### src/design/necir_pkg.sv
`timescale 1ns / 1ps

package necir_pkg;

    localparam int DUR_W      = 16;
    localparam int CFG_IDX_W  = 3;
    localparam int PULSE_W    = 6;

    // pulse counter parks here until the next header
    localparam logic [PULSE_W-1:0] PULSE_LIMIT = 6'd50;
    localparam logic [PULSE_W-1:0] FRAME_BITS  = 6'd32;

    localparam logic [DUR_W-1:0] SYNC_LOW_MIN_RST  = 16'd850;
    localparam logic [DUR_W-1:0] SYNC_LOW_MAX_RST  = 16'd950;
    localparam logic [DUR_W-1:0] SYNC_HIGH_MIN_RST = 16'd400;
    localparam logic [DUR_W-1:0] SYNC_HIGH_MAX_RST = 16'd500;
    localparam logic [DUR_W-1:0] ONE_THRESH_RST    = 16'd128;
    localparam logic [2:0]       REPEAT_LOG2_RST   = 3'd2;

    typedef enum logic [CFG_IDX_W-1:0] {
        REG_SYNC_LOW_MIN  = 3'd0,
        REG_SYNC_LOW_MAX  = 3'd1,
        REG_SYNC_HIGH_MIN = 3'd2,
        REG_SYNC_HIGH_MAX = 3'd3,
        REG_ONE_THRESH    = 3'd4,
        REG_REPEAT_LOG2   = 3'd5
    } necir_reg_idx_t;

    typedef enum logic {
        MODE_EDGE    = 1'b0,
        MODE_TIMEOUT = 1'b1
    } necir_mode_t;

    typedef struct packed {
        logic [DUR_W-1:0] sync_low_min;
        logic [DUR_W-1:0] sync_low_max;
        logic [DUR_W-1:0] sync_high_min;
        logic [DUR_W-1:0] sync_high_max;
        logic [DUR_W-1:0] one_threshold;
        logic [2:0]       repeat_log2;
    } necir_cfg_t;

    typedef struct packed {
        logic       key_strobe;
        logic       key_repeat;
        logic [7:0] address;
        logic [7:0] address_inverse;
        logic [7:0] command;
        logic [7:0] command_inverse;
        logic       pressing;
        logic       released;
    } necir_result_t;

endpackage

### src/design/necir_regs.sv
`timescale 1ns / 1ps

module necir_regs
    import necir_pkg::*;
(
    input  logic                 aclk,
    input  logic                 aresetn,
    input  logic                 cfg_wen,
    input  logic [CFG_IDX_W-1:0] cfg_index,
    input  logic [DUR_W-1:0]     cfg_wdata,
    output necir_cfg_t           cfg
);

    necir_cfg_t cfg_reg;

    always_ff @(posedge aclk) begin
        if (!aresetn) begin
            cfg_reg.sync_low_min  <= SYNC_LOW_MIN_RST;
            cfg_reg.sync_low_max  <= SYNC_LOW_MAX_RST;
            cfg_reg.sync_high_min <= SYNC_HIGH_MIN_RST;
            cfg_reg.sync_high_max <= SYNC_HIGH_MAX_RST;
            cfg_reg.one_threshold <= ONE_THRESH_RST;
            cfg_reg.repeat_log2   <= REPEAT_LOG2_RST;
        end else if (cfg_wen) begin
            case (cfg_index)
                REG_SYNC_LOW_MIN:  cfg_reg.sync_low_min  <= cfg_wdata;
                REG_SYNC_LOW_MAX:  cfg_reg.sync_low_max  <= cfg_wdata;
                REG_SYNC_HIGH_MIN: cfg_reg.sync_high_min <= cfg_wdata;
                REG_SYNC_HIGH_MAX: cfg_reg.sync_high_max <= cfg_wdata;
                REG_ONE_THRESH:    cfg_reg.one_threshold <= cfg_wdata;
                REG_REPEAT_LOG2:   cfg_reg.repeat_log2   <= cfg_wdata[2:0];
                default: ;
            endcase
        end
    end

    assign cfg = cfg_reg;

endmodule

### src/design/necir_core.sv
`timescale 1ns / 1ps

module necir_core
    import necir_pkg::*;
(
    input  logic             aclk,
    input  logic             aresetn,
    input  logic             accept,
    input  logic             mode,
    input  logic [DUR_W-1:0] duration,
    input  necir_cfg_t       cfg,
    output necir_result_t    result
);

    logic               expect_rising_reg, expect_rising_next;
    logic [DUR_W-1:0]   last_low_reg,      last_low_next;
    logic               press_active_reg,  press_active_next;
    logic [PULSE_W-1:0] pulse_count_reg,   pulse_count_next;
    logic [7:0]         edge_tally_reg,    edge_tally_next;
    logic               held_valid_reg,    held_valid_next;
    logic [7:0]         code_bytes_reg [4];
    logic [7:0]         code_bytes_next [4];
    logic [2:0]         byte_index_reg,    byte_index_next;

    logic       strobe;
    logic       repeat_hit;
    logic       released;
    logic       sync_ok;
    logic       one_bit;
    logic [7:0] tally_mask;

    assign sync_ok = (last_low_reg > cfg.sync_low_min) && (last_low_reg < cfg.sync_low_max)
                  && (duration > cfg.sync_high_min) && (duration < cfg.sync_high_max);
    assign one_bit    = (duration >= cfg.one_threshold);
    assign tally_mask = ~(8'hff << cfg.repeat_log2);

    always_comb begin
        expect_rising_next = expect_rising_reg;
        last_low_next      = last_low_reg;
        press_active_next  = press_active_reg;
        pulse_count_next   = pulse_count_reg;
        edge_tally_next    = edge_tally_reg;
        held_valid_next    = held_valid_reg;
        byte_index_next    = byte_index_reg;
        for (int i = 0; i < 4; i++) begin
            code_bytes_next[i] = code_bytes_reg[i];
        end
        strobe     = 1'b0;
        repeat_hit = 1'b0;
        released   = 1'b0;

        if (mode == MODE_TIMEOUT) begin
            released          = press_active_reg;
            press_active_next = 1'b0;
            held_valid_next   = 1'b0;
        end else if (expect_rising_reg) begin
            expect_rising_next = 1'b0;
            last_low_next      = duration;
        end else begin
            expect_rising_next = 1'b1;
            if (sync_ok) begin
                press_active_next = 1'b1;
                pulse_count_next  = '0;
                edge_tally_next   = '0;
                held_valid_next   = 1'b0;
                byte_index_next   = '0;
                for (int i = 0; i < 4; i++) begin
                    code_bytes_next[i] = '0;
                end
            end
            if (press_active_next) begin
                if (pulse_count_next != '0 && pulse_count_next <= FRAME_BITS) begin
                    for (int i = 0; i < 4; i++) begin
                        if (byte_index_next[1:0] == 2'(i)) begin
                            code_bytes_next[i] = {one_bit, code_bytes_next[i][7:1]};
                        end
                    end
                    if (pulse_count_next[2:0] == 3'd0) begin
                        byte_index_next = byte_index_next + 3'd1;
                    end
                end
                if (held_valid_next && ((edge_tally_next & tally_mask) == 8'd0)) begin
                    strobe     = 1'b1;
                    repeat_hit = 1'b1;
                end
                // fresh key wins over a repeat on the same edge
                if (pulse_count_next == FRAME_BITS
                    && (code_bytes_next[2] ^ code_bytes_next[3]) == 8'hff) begin
                    strobe          = 1'b1;
                    repeat_hit      = 1'b0;
                    held_valid_next = 1'b1;
                end
                if (pulse_count_next < PULSE_LIMIT) begin
                    pulse_count_next = pulse_count_next + 6'd1;
                end
                edge_tally_next = edge_tally_next + 8'd1;
            end
        end
    end

    always_ff @(posedge aclk) begin
        if (!aresetn) begin
            expect_rising_reg <= 1'b0;
            last_low_reg      <= '0;
            press_active_reg  <= 1'b0;
            pulse_count_reg   <= '0;
            edge_tally_reg    <= '0;
            held_valid_reg    <= 1'b0;
            byte_index_reg    <= '0;
            for (int i = 0; i < 4; i++) begin
                code_bytes_reg[i] <= '0;
            end
        end else if (accept) begin
            expect_rising_reg <= expect_rising_next;
            last_low_reg      <= last_low_next;
            press_active_reg  <= press_active_next;
            pulse_count_reg   <= pulse_count_next;
            edge_tally_reg    <= edge_tally_next;
            held_valid_reg    <= held_valid_next;
            byte_index_reg    <= byte_index_next;
            for (int i = 0; i < 4; i++) begin
                code_bytes_reg[i] <= code_bytes_next[i];
            end
        end
    end

    always_comb begin
        result.key_strobe      = strobe;
        result.key_repeat      = repeat_hit;
        result.address         = code_bytes_next[0];
        result.address_inverse = code_bytes_next[1];
        result.command         = code_bytes_next[2];
        result.command_inverse = code_bytes_next[3];
        result.pressing        = press_active_next;
        result.released        = released;
    end

endmodule

### src/design/nec_ir_frame_decoder.sv
// The result of a beat accepted at one edge is registered and is on m_* after that edge.
// Throughput: 1 beat per cycle; the single output register is the only stage and
// takes a new result whenever it is empty or being drained in the same cycle.
// Reset (aresetn low, synchronous): decoder state clears, registers load their
// defaults, and the output register empties.
`timescale 1ns / 1ps

module nec_ir_frame_decoder
    import necir_pkg::*;
(
    input  logic                 aclk,
    input  logic                 aresetn,

    input  logic                 cfg_valid,
    output logic                 cfg_ready,
    input  logic [CFG_IDX_W-1:0] cfg_index,
    input  logic [DUR_W-1:0]     cfg_wdata,

    input  logic                 s_valid,
    output logic                 s_ready,
    input  logic                 s_mode,
    input  logic [DUR_W-1:0]     s_duration,

    output logic                 m_valid,
    input  logic                 m_ready,
    output logic                 m_key_strobe,
    output logic                 m_key_repeat,
    output logic [7:0]           m_address,
    output logic [7:0]           m_address_inverse,
    output logic [7:0]           m_command,
    output logic [7:0]           m_command_inverse,
    output logic                 m_pressing,
    output logic                 m_released
);

    necir_cfg_t    cfg;
    necir_result_t result;
    necir_result_t out_reg;
    logic          m_valid_reg;
    logic          accept;

    assign cfg_ready = 1'b1;
    assign s_ready   = !m_valid_reg || m_ready;
    assign accept    = s_valid && s_ready;

    necir_regs u_regs (
        .aclk      (aclk),
        .aresetn   (aresetn),
        .cfg_wen   (cfg_valid && cfg_ready),
        .cfg_index (cfg_index),
        .cfg_wdata (cfg_wdata),
        .cfg       (cfg)
    );

    necir_core u_core (
        .aclk     (aclk),
        .aresetn  (aresetn),
        .accept   (accept),
        .mode     (s_mode),
        .duration (s_duration),
        .cfg      (cfg),
        .result   (result)
    );

    always_ff @(posedge aclk) begin
        if (!aresetn) begin
            m_valid_reg <= 1'b0;
        end else if (s_ready) begin
            m_valid_reg <= s_valid;
        end
    end

    always_ff @(posedge aclk) begin
        if (accept) begin
            out_reg <= result;
        end
    end

    assign m_valid           = m_valid_reg;
    assign m_key_strobe      = out_reg.key_strobe;
    assign m_key_repeat      = out_reg.key_repeat;
    assign m_address         = out_reg.address;
    assign m_address_inverse = out_reg.address_inverse;
    assign m_command         = out_reg.command;
    assign m_command_inverse = out_reg.command_inverse;
    assign m_pressing        = out_reg.pressing;
    assign m_released        = out_reg.released;

endmodule

### config.mk
export PLATFORM = sky130hd
export DESIGN_NAME = nec_ir_frame_decoder
export DESIGN_NICKNAME = d
export VERILOG_FILES = /design/src/design/necir_pkg.sv /design/src/design/necir_regs.sv /design/src/design/necir_core.sv /design/src/design/nec_ir_frame_decoder.sv
export SDC_FILE = /design/constraint.sdc
export NUM_CORES = 1
export LEC_CHECK = 0
export BUFFER_PORTS_ARGS = -buffer_cell sky130_fd_sc_hd__clkbuf_2
export CAP_MARGIN = 20
export CORE_ASPECT_RATIO = 0.75
export CORE_UTILIZATION = 50
export DETAILED_ROUTE_END_ITERATION = 8
export GPL_ROUTABILITY_DRIVEN = 0
export GPL_TIMING_DRIVEN = 0
export PLACE_DENSITY_LB_ADDON = 0.12
export SETUP_SLACK_MARGIN = 0.02
export SYNTH_ARGS = -nofsm -noshare
export SYNTH_HDL_FRONTEND = slang
export SYNTH_SLANG_ARGS = --single-unit
### constraint.sdc
create_clock -name aclk -period 7.6 [get_ports aclk]
set_clock_uncertainty 0.2 [all_clocks]
set_input_delay 0 -clock aclk [delete_from_list [all_inputs] [get_ports aclk]]
set_output_delay 0 -clock aclk [all_outputs]
set_load 0.01 [all_outputs]
# Yosys cells after proc, flatten, opt, wreduce, memory -nomap -nowiden
# Memories as Yosys holds them, arrays and structs flattened.
# Index checks and enable logic that the tools add are counted.
dict set report word_totals {
  ff_bits 156
  mem_bits_rw 32
  input_bits 41
  elab_cells 131
  mem_count 1
}
dict set report op_classes {
  add_sub_neg 3
  order_cmp 7
  eq_ne 11
  shifts 1
  n_mux 50
  bitwise_logic 10
  n_reduce_logical 26
}
# memory words width read_ports rd_ports_with_merged_regs write_ports line
set memory_table {}
lappend memory_table {u_core.code_bytes_reg 4 8 4 0 4 necir_core.sv:21} ;# logic [7:0] code_bytes_reg [4];
# operator count
set ops {}
lappend ops {{two-way mux 32 bit} 8}
lappend ops {{two-way mux 8 bit} 12}
lappend ops {{> comparator 16 bit} 2}
lappend ops {{less-than comparator 16 bit} 2}
lappend ops {{two-way mux 6 bit} 5}
lappend ops {{two-way mux 1 bit} 19}
lappend ops {{two-way mux 3 bit} 6}
lappend ops {{greater-or-equal comparator 16 bit} 1}
lappend ops {{AND reduction 2 bit} 8}
lappend ops {{adder 8 x 1 -> 8 bit (second input constant)} 1}
lappend ops {{AND 8 bit} 1}
lappend ops {{equality test 8 bit (second input constant)} 1}
lappend ops {{zero test 8 bit} 1}
lappend ops {{NOT 8 bit} 1}
lappend ops {{<< shifter 8 x 3 -> 8 bit (first input constant)} 1}
lappend ops {{bitwise XOR 8 bit} 1}
lappend ops {{logical AND 1 bit} 7}
lappend ops {{adder 6 x 1 -> 6 bit (second input constant)} 1}
lappend ops {{equality test 3 x 2 -> 1 bit (second input constant)} 2}
lappend ops {{equality test 3 bit (second input constant)} 2}
lappend ops {{equality test 6 bit (second input constant)} 1}
lappend ops {{less-or-equal comparator 6 bit (second input constant)} 1}
lappend ops {{zero test 3 bit} 2}
lappend ops {{less-than comparator 6 bit (second input constant)} 1}
lappend ops {{14 further kinds} 21}

# Depth between registers and ports, before layout
# Gate-level depths: netlist of the first run.
dict set report logic_depth {
  word_depth 20
  ltp_mapped 21
  ltp_nobuf 19
}

# Cells and area by module
# From an unflattened synthesis of the first run, not the netlist that was laid out.
dict set report unflattened {
  cells_unflattened 1070
  hier_area_um2 10308.6
}
# mod instances cells_per_inst area_each_um2 seq_area_each_um2
set modules_own_cells {}
lappend modules_own_cells {necir_core 1 725 5983.2 1641.6}
lappend modules_own_cells {necir_regs 1 302 3175.5 1661.6}
lappend modules_own_cells {nec_ir_frame_decoder 1 43 1149.9 1101.1}

# Worst setup path after synthesis of the first run
# OpenSTA, ideal clock, no wires.
dict set report synth_path {
  kind {reg-to-reg}
  start {reg u_regs.cfg_reg (netlist bit u_regs.cfg[21])}
  end {reg out_reg (netlist bit m_key_repeat), data pin}
  setup_ns 0.254
  arrival_ns 4.147
  t_required_ns 7.146
  setup_slack_ns 2.998
  stages_incl_launch_ff 22
  path_buffers 2
  path_cell_list {dfxtp_1 inv_1 ha_1 a211o_1 a31oi_1 o221ai_1 a32o_2 a211oi_4 nand2_1 clkbuf_1 clkbuf_1 nand2_1 inv_1 ha_1 inv_1 nor3_1 mux2i_1 nand2_2 a311o_1 a21oi_2 o2111ai_1 o21ba_1}
}
dict set report synth_via {
  elab_chain_cells 15
  word_cells_on_any_way 39
}
# item line
set synth_rtl {}
lappend synth_rtl {{start, declared} necir_regs.sv:14} ;# necir_cfg_t cfg_reg;
lappend synth_rtl {{less-than comparator 16 bit *} necir_core.sv:33} ;# && (duration > cfg.sync_high_min) && (duration < cfg.sync_high_max);
lappend synth_rtl {{logical AND 1 bit *} necir_core.sv:33}
lappend synth_rtl {{two-way mux 6 bit or two-way mux 3 bit (tied branches)} necir_core.sv:61} ;# if (sync_ok) begin
lappend synth_rtl {{two-way mux 6 bit or two-way mux 3 bit (tied branches)} necir_core.sv:56} ;# end else if (expect_rising_reg) begin
lappend synth_rtl {{two-way mux 6 bit or two-way mux 3 bit (tied branches)} necir_core.sv:52} ;# if (mode == MODE_TIMEOUT) begin
lappend synth_rtl {{less-or-equal comparator 6 bit, or another cell as far along} necir_core.sv:72} ;# if (pulse_count_next != '0 && pulse_count_next <= FRAME_BITS) begin
lappend synth_rtl {{logical AND 1 bit or two-way mux 8 bit (tied branches)} {necir_core.sv:72, necir_core.sv:74}}
lappend synth_rtl {{two-way mux 32 bit} necir_core.sv:72}
lappend synth_rtl {{two-way mux 32 bit} necir_core.sv:71} ;# if (press_active_next) begin
lappend synth_rtl {{two-way mux 32 bit} necir_core.sv:56}
lappend synth_rtl {{two-way mux 32 bit} necir_core.sv:52}
lappend synth_rtl {{bitwise XOR 8 bit} necir_core.sv:88} ;# && (code_bytes_next[2] ^ code_bytes_next[3]) == 8'hff) begin
lappend synth_rtl {{equality test 8 bit} necir_core.sv:88}
lappend synth_rtl {{logical AND 1 bit} necir_core.sv:88}
lappend synth_rtl {{OR reduction 4 bit (no source line)} --}
lappend synth_rtl {{end signal, assigned} nec_ir_frame_decoder.sv:75} ;# out_reg <= result;
lappend synth_rtl {{end, declared} nec_ir_frame_decoder.sv:38} ;# necir_result_t out_reg;
# Every way passes the cells marked *; elsewhere a longest branch is shown, timed or not. The select of a mux whose other input is x is not followed.
# A chain may end at the register's enable or synchronous reset.

# Final worst setup path of the first run
dict set report layout_path {
  start {reg u_regs.cfg_reg (netlist bit u_regs.cfg[49])}
  end {reg out_reg (netlist bit m_key_strobe), data pin}
}
dict set report layout_via {
  elab_chain_cells 16
  word_cells_on_any_way 41
}
# item line
set layout_rtl {}
lappend layout_rtl {{> comparator 16 bit *} necir_core.sv:33}
lappend layout_rtl {{logical AND 1 bit * (2 in a row)} necir_core.sv:33}
lappend layout_rtl {{two-way mux 6 bit or two-way mux 3 bit (tied branches)} necir_core.sv:61}
lappend layout_rtl {{two-way mux 6 bit or two-way mux 3 bit (tied branches)} necir_core.sv:56}
lappend layout_rtl {{two-way mux 6 bit or two-way mux 3 bit (tied branches)} necir_core.sv:52}
lappend layout_rtl {{less-or-equal comparator 6 bit, or another cell as far along} necir_core.sv:72}
lappend layout_rtl {{logical AND 1 bit or two-way mux 8 bit (tied branches)} {necir_core.sv:72, necir_core.sv:74}}
lappend layout_rtl {{two-way mux 32 bit} necir_core.sv:72}
lappend layout_rtl {{two-way mux 32 bit} necir_core.sv:71}
lappend layout_rtl {{two-way mux 32 bit} necir_core.sv:56}
lappend layout_rtl {{two-way mux 32 bit} necir_core.sv:52}
lappend layout_rtl {{bitwise XOR 8 bit} necir_core.sv:88}
lappend layout_rtl {{equality test 8 bit} necir_core.sv:88}
lappend layout_rtl {{logical AND 1 bit} necir_core.sv:88}
lappend layout_rtl {{two-way mux 1 bit} necir_core.sv:87} ;# if (pulse_count_next == FRAME_BITS
# Marks and branches as above.

==> qor.csv, run 1 <==
stage;metric;value;unit
outcome;status;finished, violations left;
outcome;failing checks;design-rule violations;
critical_path;sequence of cells on the critical path;inv_1 > ha_1 > nand4_1 > a2111oi_0 > nor2_1 > a211oi_4 > nand2_1 > clkbuf_1 > clkbuf_1 > nand2_1 > inv_1 > ha_1 > inv_1 > nor3_1 > mux2i_1 > nand2_2 > a311o_1 > a21oi_2 > o2111ai_1 > o31ai_1;
critical_path;RR Endpoint;m_key_strobe;
logic_synthesis;cell count after synthesis;1080;
critical_path;R2R Path Start;u_regs.cfg[49];
logic_synthesis;area leader, netlist;dfxtp_1;
detailed_routing;DRC errors left;1;
cts;CTS Root Cell;clkbuf_16;
placed_design;DPL Wire Length;18800;um
global_routing;number of global-route vias before repair;7627;
detailed_routing;TritonRoute pass-1 iters;7;
sta;Fmax;160;MHz
detailed_routing;final WL;25900;um
cts;clock buffer depth;2;
cts;Post-CTS Setup Bufs;0;
placed_design;PortBufs;78;
logic_synthesis;Compound-Gate Fraction of Synth Area;0.191;
sta;Finish-stage setup viols;0;
logic_synthesis;Syn Nets;1206;
logic_synthesis;Synth Area in XOR/XNOR;0.00619;
sta;unrepaired setup endpoints after global routing;no;
logic_synthesis;ys flop type;dfxtp_1;
logic_synthesis;Synth Area in Adders;0.107;
floorplan;Rows;44;
critical_path;Crit Path Category;register to register;
cts;TritonCTS clock tree;done;
finish;Area Overhead vs Synth;17.7;%
finish;fin util;0.602;
critical_path;Worst path depth;20;
critical_path;CP Launch Point;u_regs.cfg[49];
logic_synthesis;Post-Syn Area;9900;um2
detailed_routing;Post-DRT Antenna Nets;0;
finish;layout cells sized above 1;0.105;
critical_path;worst path bufs/invs;5;
finish;fillcell total;1720;
detailed_routing;Routed wire per std cell;17.4;um
logic_synthesis;Synth Area in Simple Gates;0.186;
logic_synthesis;synth warn;0;
logic_synthesis;Synth area leaders;dfxtp_1 24%, edfxtp_1 21%, ha_1 11%, nand2_1 8.6%, a21boi_0 6.0%;
sta;crit path time final;6.23;ns
finish;commonest non-fill, non-tap cell in the layout;nand2_1;
detailed_routing;post-DR vias/cell;5.53;
power_and_ir_drop;Max VDD drop;0.136;mV
critical_path;slowest stage delay, CP;0.65;ns
sta;Final period util;0.820;
global_routing;first-pass GRT wire length;41100;um
sta;Worst slew margin;0.351;
critical_path;WP data required;7.66;ns
sta;Final Hold Viols;0;
critical_path;CP Capture Point;m_key_strobe;
logic_synthesis;#FFs+latches synth;186;
finish;Ant. Diodes;0;
logic_synthesis;library cells used by synthesis;71;
cts;Num CTS Buffers;17;
power_and_ir_drop;static leakage;4.60;nW
sta;actual slew at the worst max-slew pin;0.967;ns
floorplan;DIE WIDTH;165;um
floorplan;Initial Util;0.511;
logic_synthesis;multiplexer share of the synthesized area;0.0134;
critical_path;Worst EP arrival;6.29;ns
logic_synthesis;Post-synth EDFFs;68;
cts;CTS Sinks;186;
critical_path;CP top delay family;compound AO/OA/AOI/OAI gates;
logic_synthesis;syn avg cell area;9.17;um2
sta;setup TNS;0;ns
cts;Skew-Pair Late Insertion Delay;0.45;ns
floorplan;core area;19400;um2
power_and_ir_drop;total power;2.26;mW
finish;max reg flops;83;
floorplan;full die area;20400;um2
critical_path;Crit. End Element;register;
critical_path;CP Launch Type;register;
critical_path;R2R cell count;20;
floorplan;Chip Height;124;um
detailed_routing;DR vias;8222;
finish;most frequent cells in the layout;226 x nand2_1, 118 x dfxtp_1, 91 x inv_1, 85 x ha_1, 79 x a21boi_0;
logic_synthesis;largest family of logic cells by synthesized area;compound AO/OA/AOI/OAI gates;
cts;Worst-path clk slew;0.08;ns
flow_run;Max-Cap Viols;0;
finish;Final #Nets;1347;
logic_synthesis;asr flop ratio synth;0;
critical_path;slowest CP cell;a2111oi_0;
global_routing;initial antenna violation count;0;
cts;H-tree depth;4;
critical_path;Critical Path Fanout Max;10;
global_routing;Remaining Overflow, GRT;0;
critical_path;reg2reg setup slack;1.37;ns
global_routing;Tot GR Track Use;0.269;
worst_hold_path;HP Class;primary input to register;
logic_synthesis;register area share after synthesis;0.445;
sta;Slew Limit Fails;0;
critical_path;Most common cell on crit path;inv_1;
logic_synthesis;Synth top area share;0.239;
detailed_routing;Starting DRT DRC Count;564;
floorplan;I/O pin cnt;80;
power_and_ir_drop;Power Dens Cells;193;nW/um2
global_routing;maximum number of pins on one net before global-route repair;41;
-- cell families (layout without fill, tap and decap cells) --
kind of cell,after synthesis,after routing
adders and majority gates,85,85
buffers and inverters,134,288
AOI/OAI and AO/OA,258,258
and+or+nand+nor,396,396
xor gates and xnor gates,7,7
other,1,1
DFF,186,186
muxes,13,13
-- per-layer routing --
layer	GRT usage	wire (um)
met1	0.418	13800
met2	0.374	10300
met3	0.0463	1580
met4	0.0745	323
met5	0	0
-- repair_timing --
item | CTS | global route
hold buffers | 43 | 0
gates resized for setup | 0 | 0
hold endpoints to repair | 109 | 0
-- stage by stage --
stage | setup slack (ns) | hold slack (ns) | cell area [um2] | cells
after global routing | 0.972 | 0.198 | 11700 | 1487
after CTS | 1.50 | 0.116 | 11700 | 1487
final | 1.37 | 0.114 | 11700 | 1487
after global placement | 1.66 | 0.0879 | 10600 | 1411
after detailed placement | 1.60 | 0.0951 | 10600 | 1412
after floorplan | 3.00 | -0.0749 | 9900 | 1080
-- Yosys cell counts (2+ instances only) --
| library cell | count |
|---|---|
| a22o_1 | 29 |
| nor2_1 | 24 |
| a21o_1 | 10 |
| a211oi_1 | 5 |
| and3_1 | 4 |
| ha_1 | 85 |
| o21ai_1 | 6 |
| and4_1 | 2 |
| o221a_2 | 2 |
| o31ai_1 | 2 |
| dfxtp_1 | 118 |
| mux2i_1 | 11 |
| o221ai_1 | 2 |
| nand4_1 | 16 |
| nand2_1 | 227 |
| nor3b_1 | 4 |
| and2_1 | 9 |
| nor2b_1 | 47 |
| inv_1 | 92 |
| a21oi_1 | 37 |
| nand2b_1 | 6 |
| a22oi_1 | 3 |
| xor2_1 | 5 |
| mux2_2 | 2 |
| nor4_2 | 2 |
| clkbuf_1 | 39 |
| o21ai_0 | 23 |
| or3_1 | 3 |
| o211a_1 | 2 |
| o2bb2ai_1 | 4 |
| a211o_1 | 5 |
| a21boi_0 | 79 |
| nor4_1 | 6 |
| nor3_1 | 15 |
| o211ai_1 | 28 |
| edfxtp_1 | 68 |
| xnor2_1 | 2 |
| nand3_1 | 23 |
-- worst min-delay path by stage --
| stage | from | to | cells past startpoint | slack, ns |
|---|---|---|---|---|
| final | m_ready | u_core.expect_rising_reg | 5 | 0.11 |
| after global routing | s_duration[0] | u_core.last_low_reg[0] | 4 | 0.20 |
| after CTS | m_ready | u_core.expect_rising_reg | 5 | 0.12 |
| after detailed placement | s_duration[0] | u_core.last_low_reg[0] | 3 | 0.1 |
| after global placement | s_valid | m_valid | 3 | 0.09 |
| after floorplan | cfg_wdata[1] | u_regs.cfg[1] | 2 | -0.07 |
-- worst min-delay path: cells and delay by family --
family | cells | cell delay [ns]
buf+inv | 1 | 0.08
simple gates | 2 | 0.36
compound gates | 2 | 0.26
-- area by class of cell --
class	count	area [um2]	share of cell area
Timing Repair Buffer	122	828	0.0710
Clock inverter	15	183	0.0157
Buffer	42	169	0.0145
Sequential cell	186	4400	0.378
Inverter	92	345	0.0296
Multi-Input combinational cell	760	4990	0.428
Clock buffer	17	425	0.0365
Tap cell	253	317	0.0271
-- power breakdown --
group / switching (mW) / leakage [nW] / internal, mW
sequential: 0.0197 / 1.67 / 1.07
combinational: 0.140 / 2.63 / 0.0965
clock: 0.449 / 0.300 / 0.476
(Power assumes the default switching activity.)
==> inputs of run 2 (changes only) <==
==> constraint.sdc (replaced) <==
create_clock -name aclk -period 6.1 [get_ports aclk]
set_clock_uncertainty 0.2 [all_clocks]
set_input_delay 0 -clock aclk [delete_from_list [all_inputs] [get_ports aclk]]
set_output_delay 0 -clock aclk [all_outputs]
set_load 0.01 [all_outputs]
==> qor.csv, run 2 (synthesis gave the netlist of run 1 again) <==
stage;metric;value;unit;change
placed_design;PortBufs;78;;unchanged
cts;Worst-path clk slew;0.08;ns;about the same
detailed_routing;final WL;25900;um;about the same
sta;setup TNS;0;ns;unchanged
finish;fillcell total;1714;;-0.35%
detailed_routing;Starting DRT DRC Count;625;;+11%
cts;H-tree depth;4;;unchanged
power_and_ir_drop;cell-internal power;2.05;mW;+25%
power_and_ir_drop;combinational power share;0.105;;about the same
critical_path;Worst EP arrival;5.76;ns;-0.53 ns
critical_path;worst path bufs/invs;5;;unchanged
sta;Fmax;175;MHz;+9.3%
detailed_routing;Post-DRT Antenna Nets;0;;unchanged
cts;CTS Sinks;186;;unchanged
finish;area of the multi-input gates;5000;um2;+0.20%
sta;Finish-stage setup viols;0;;unchanged
sta;Final Hold Viols;0;;unchanged
critical_path;Critical Path Fanout Max;10;;unchanged
global_routing;maximum number of pins on one net before global-route repair;41;;unchanged
finish;Final #Nets;1347;;unchanged
floorplan;Initial Util;0.511;;unchanged
critical_path;CP top delay family;compound AO/OA/AOI/OAI gates;;
floorplan;Chip Height;124;um;unchanged
sta;Slew Limit Fails;0;;unchanged
power_and_ir_drop;Net Switching;0.762;mW;+25%
finish;Non-Filler Instances;1487;;unchanged
placed_design;DPL Wire Length;18800;um;unchanged
cts;TritonCTS clock tree;done;;
floorplan;DIE WIDTH;165;um;unchanged
power_and_ir_drop;Reg power frac;0.484;;about the same
critical_path;R2R Path Start;u_regs.cfg[21];;
floorplan;core area;19400;um2;unchanged
sta;Final WS setup;0.398;ns;-0.969 ns
outcome;failing checks;design-rule violations;;
worst_hold_path;Hold Path End;u_core.expect_rising_reg;;
power_and_ir_drop;switch share;0.271;;+0.000773
global_routing;first-pass GRT wire length;41200;um;about the same
power_and_ir_drop;Power Dens Cells;241;nW/um2;+25%
detailed_routing;DRC errors left;1;;unchanged
critical_path;Crit. End Element;register;;
critical_path;CP Launch Type;register;;
finish;Area Overhead vs Synth;17.8;%;
critical_path;sequence of cells on the critical path;inv_1 > ha_1 > a211o_1 > a31oi_1 > o221ai_1 > a32o_2 > a211oi_4 > nand2_1 > clkbuf_2 > clkbuf_2 > nand2_1 > inv_1 > ha_1 > inv_1 > nor3_1 > mux2i_2 > nand2_2 > a311o_1 > a21oi_2 > o2111ai_1 > o31ai_1;;
finish;layout cells sized above 1;0.108;;+0.00324
detailed_routing;Routed wire per std cell;17.5;um;about the same
floorplan;Rows;44;;unchanged
critical_path;slowest stage delay, CP;0.44;ns;-0.21 ns
worst_hold_path;Hold Startpoint;m_ready;;
critical_path;Crit Path Category;register to register;;
sta;crit path time final;5.70;ns;-0.531 ns
cts;Num CTS Buffers;17;;unchanged
placed_design;pre-CTS setup slack;0.103;ns;-1.50 ns
detailed_routing;DR vias;8242;;+0.24%
critical_path;WP data required;6.16;ns;-1.50 ns
finish;FF/Latch Area;4400;um2;unchanged
power_and_ir_drop;Max VDD drop;0.169;mV;+25%
critical_path;RR Endpoint;m_key_strobe;;
finish;commonest non-fill, non-tap cell in the layout;nand2_1;;
sta;Worst slew margin;0.346;;-0.00461
floorplan;I/O pin cnt;80;;unchanged
finish;most frequent cells in the layout;226 x nand2_1, 118 x dfxtp_1, 91 x inv_1, 85 x ha_1, 80 x clkbuf_2;;
detailed_routing;post-DR vias/cell;5.54;;+0.24%
cts;clock buffer depth;2;;unchanged
sta;unrepaired setup endpoints after global routing;no;;
global_routing;Remaining Overflow, GRT;0;;unchanged
critical_path;R2R cell count;21;;+5.0%
global_routing;Tot GR Track Use;0.269;;+0.000512
critical_path;Most common cell on crit path;inv_1;;
finish;max reg flops;83;;unchanged
worst_hold_path;hold depth;5;;unchanged
global_routing;initial antenna violation count;0;;unchanged
outcome;status;finished, violations left;;
cts;CTS Root Cell;clkbuf_16;;
worst_hold_path;HP Class;primary input to register;;
flow_run;Max-Cap Viols;0;;unchanged
power_and_ir_drop;static leakage;4.60;nW;about the same
cts;Skew-Pair Late Insertion Delay;0.45;ns;about the same
placed_design;placed cells;1412;;unchanged
detailed_routing;TritonRoute pass-1 iters;7;;unchanged
critical_path;reg2reg setup slack;0.40;ns;-0.97 ns
finish;fin util;0.602;;+0.000645
floorplan;full die area;20400;um2;unchanged
sta;Final period util;0.935;;+0.115
global_routing;number of global-route vias before repair;7619;;-0.10%
power_and_ir_drop;Clock power frac;0.411;;about the same
critical_path;slowest CP cell;a311o_1;;
power_and_ir_drop;total power;2.81;mW;+25%
sta;actual slew at the worst max-slew pin;0.974;ns;+0.00687 ns
finish;Ant. Diodes;0;;unchanged
run 2: timing repair:
item | CTS | global route
hold endpoints to repair | 109 | 0
cloned | 0 | 0
resized for setup | 1 | 6
setup endpoints to repair | 1 | 17
buffers inserted | 0 | 0
hold buffers | 43 | 0
run 2: worst min-delay path: cells and delay by family:
kind	cells	cell delay, ns
buf+inv	1	0.08
simple gates	2	0.36
compound gates	2	0.26
run 2: metal layers:
layer	global-route usage	routed length [um]
met5	0	0
met4	0.0711	316
met3	0.0503	1690
met2	0.374	10300
met1	0.419	13700
run 2: metrics by stage:
| stage | cell area [um2] | hold WS [ns] |
|---|---|---|
| 2_1_floorplan | 9900 | -0.0749 |
| 3_3_place_gp | 10600 | 0.0879 |
| 3_5_place_dp | 10600 | 0.0951 |
| 4_1_cts | 11700 | 0.116 |
| 5_1_grt | 11700 | 0.194 |
| 6_report | 11700 | 0.107 |
run 2: cell type report:
type,count,area share
tap,253,0.0271
sequential,186,0.377
timing repair buffer,122,0.0710
clock inverter,15,0.0157
multi-input combinational,760,0.428
inverter,92,0.0296
buffer,42,0.0147
clock buffer,17,0.0364
run 2: worst max-delay path by stage:
| stage | from | to | slack [ns] | cells past startpoint |
|---|---|---|---|---|
| after floorplan | u_regs.cfg[21] | m_key_repeat | 1.50 | 21 |
| after global routing | u_regs.cfg[49] | m_key_strobe | 0.03 | 20 |
| final | u_regs.cfg[21] | m_key_strobe | 0.40 | 21 |
| after global placement | u_regs.cfg[49] | m_key_strobe | 0.16 | 20 |
| after detailed placement | u_regs.cfg[49] | m_key_strobe | 0.10 | 20 |
| after CTS | u_regs.cfg[49] | m_key_strobe | 0.12 | 20 |
run 2: power by group through the flow:
| stage | registers (mW) | clock network [mW] | logic, mW |
|---|---|---|---|
| finish | 1.36 | 1.16 | 0.296 |
| global route | 1.37 | 1.22 | 0.330 |
| CTS | 1.36 | 1.17 | 0.294 |
| detailed placement | 1.39 | 0 | 0.270 |
| global placement | 1.39 | 0 | 0.266 |
| floorplan | 1.39 | 0 | 0.156 |
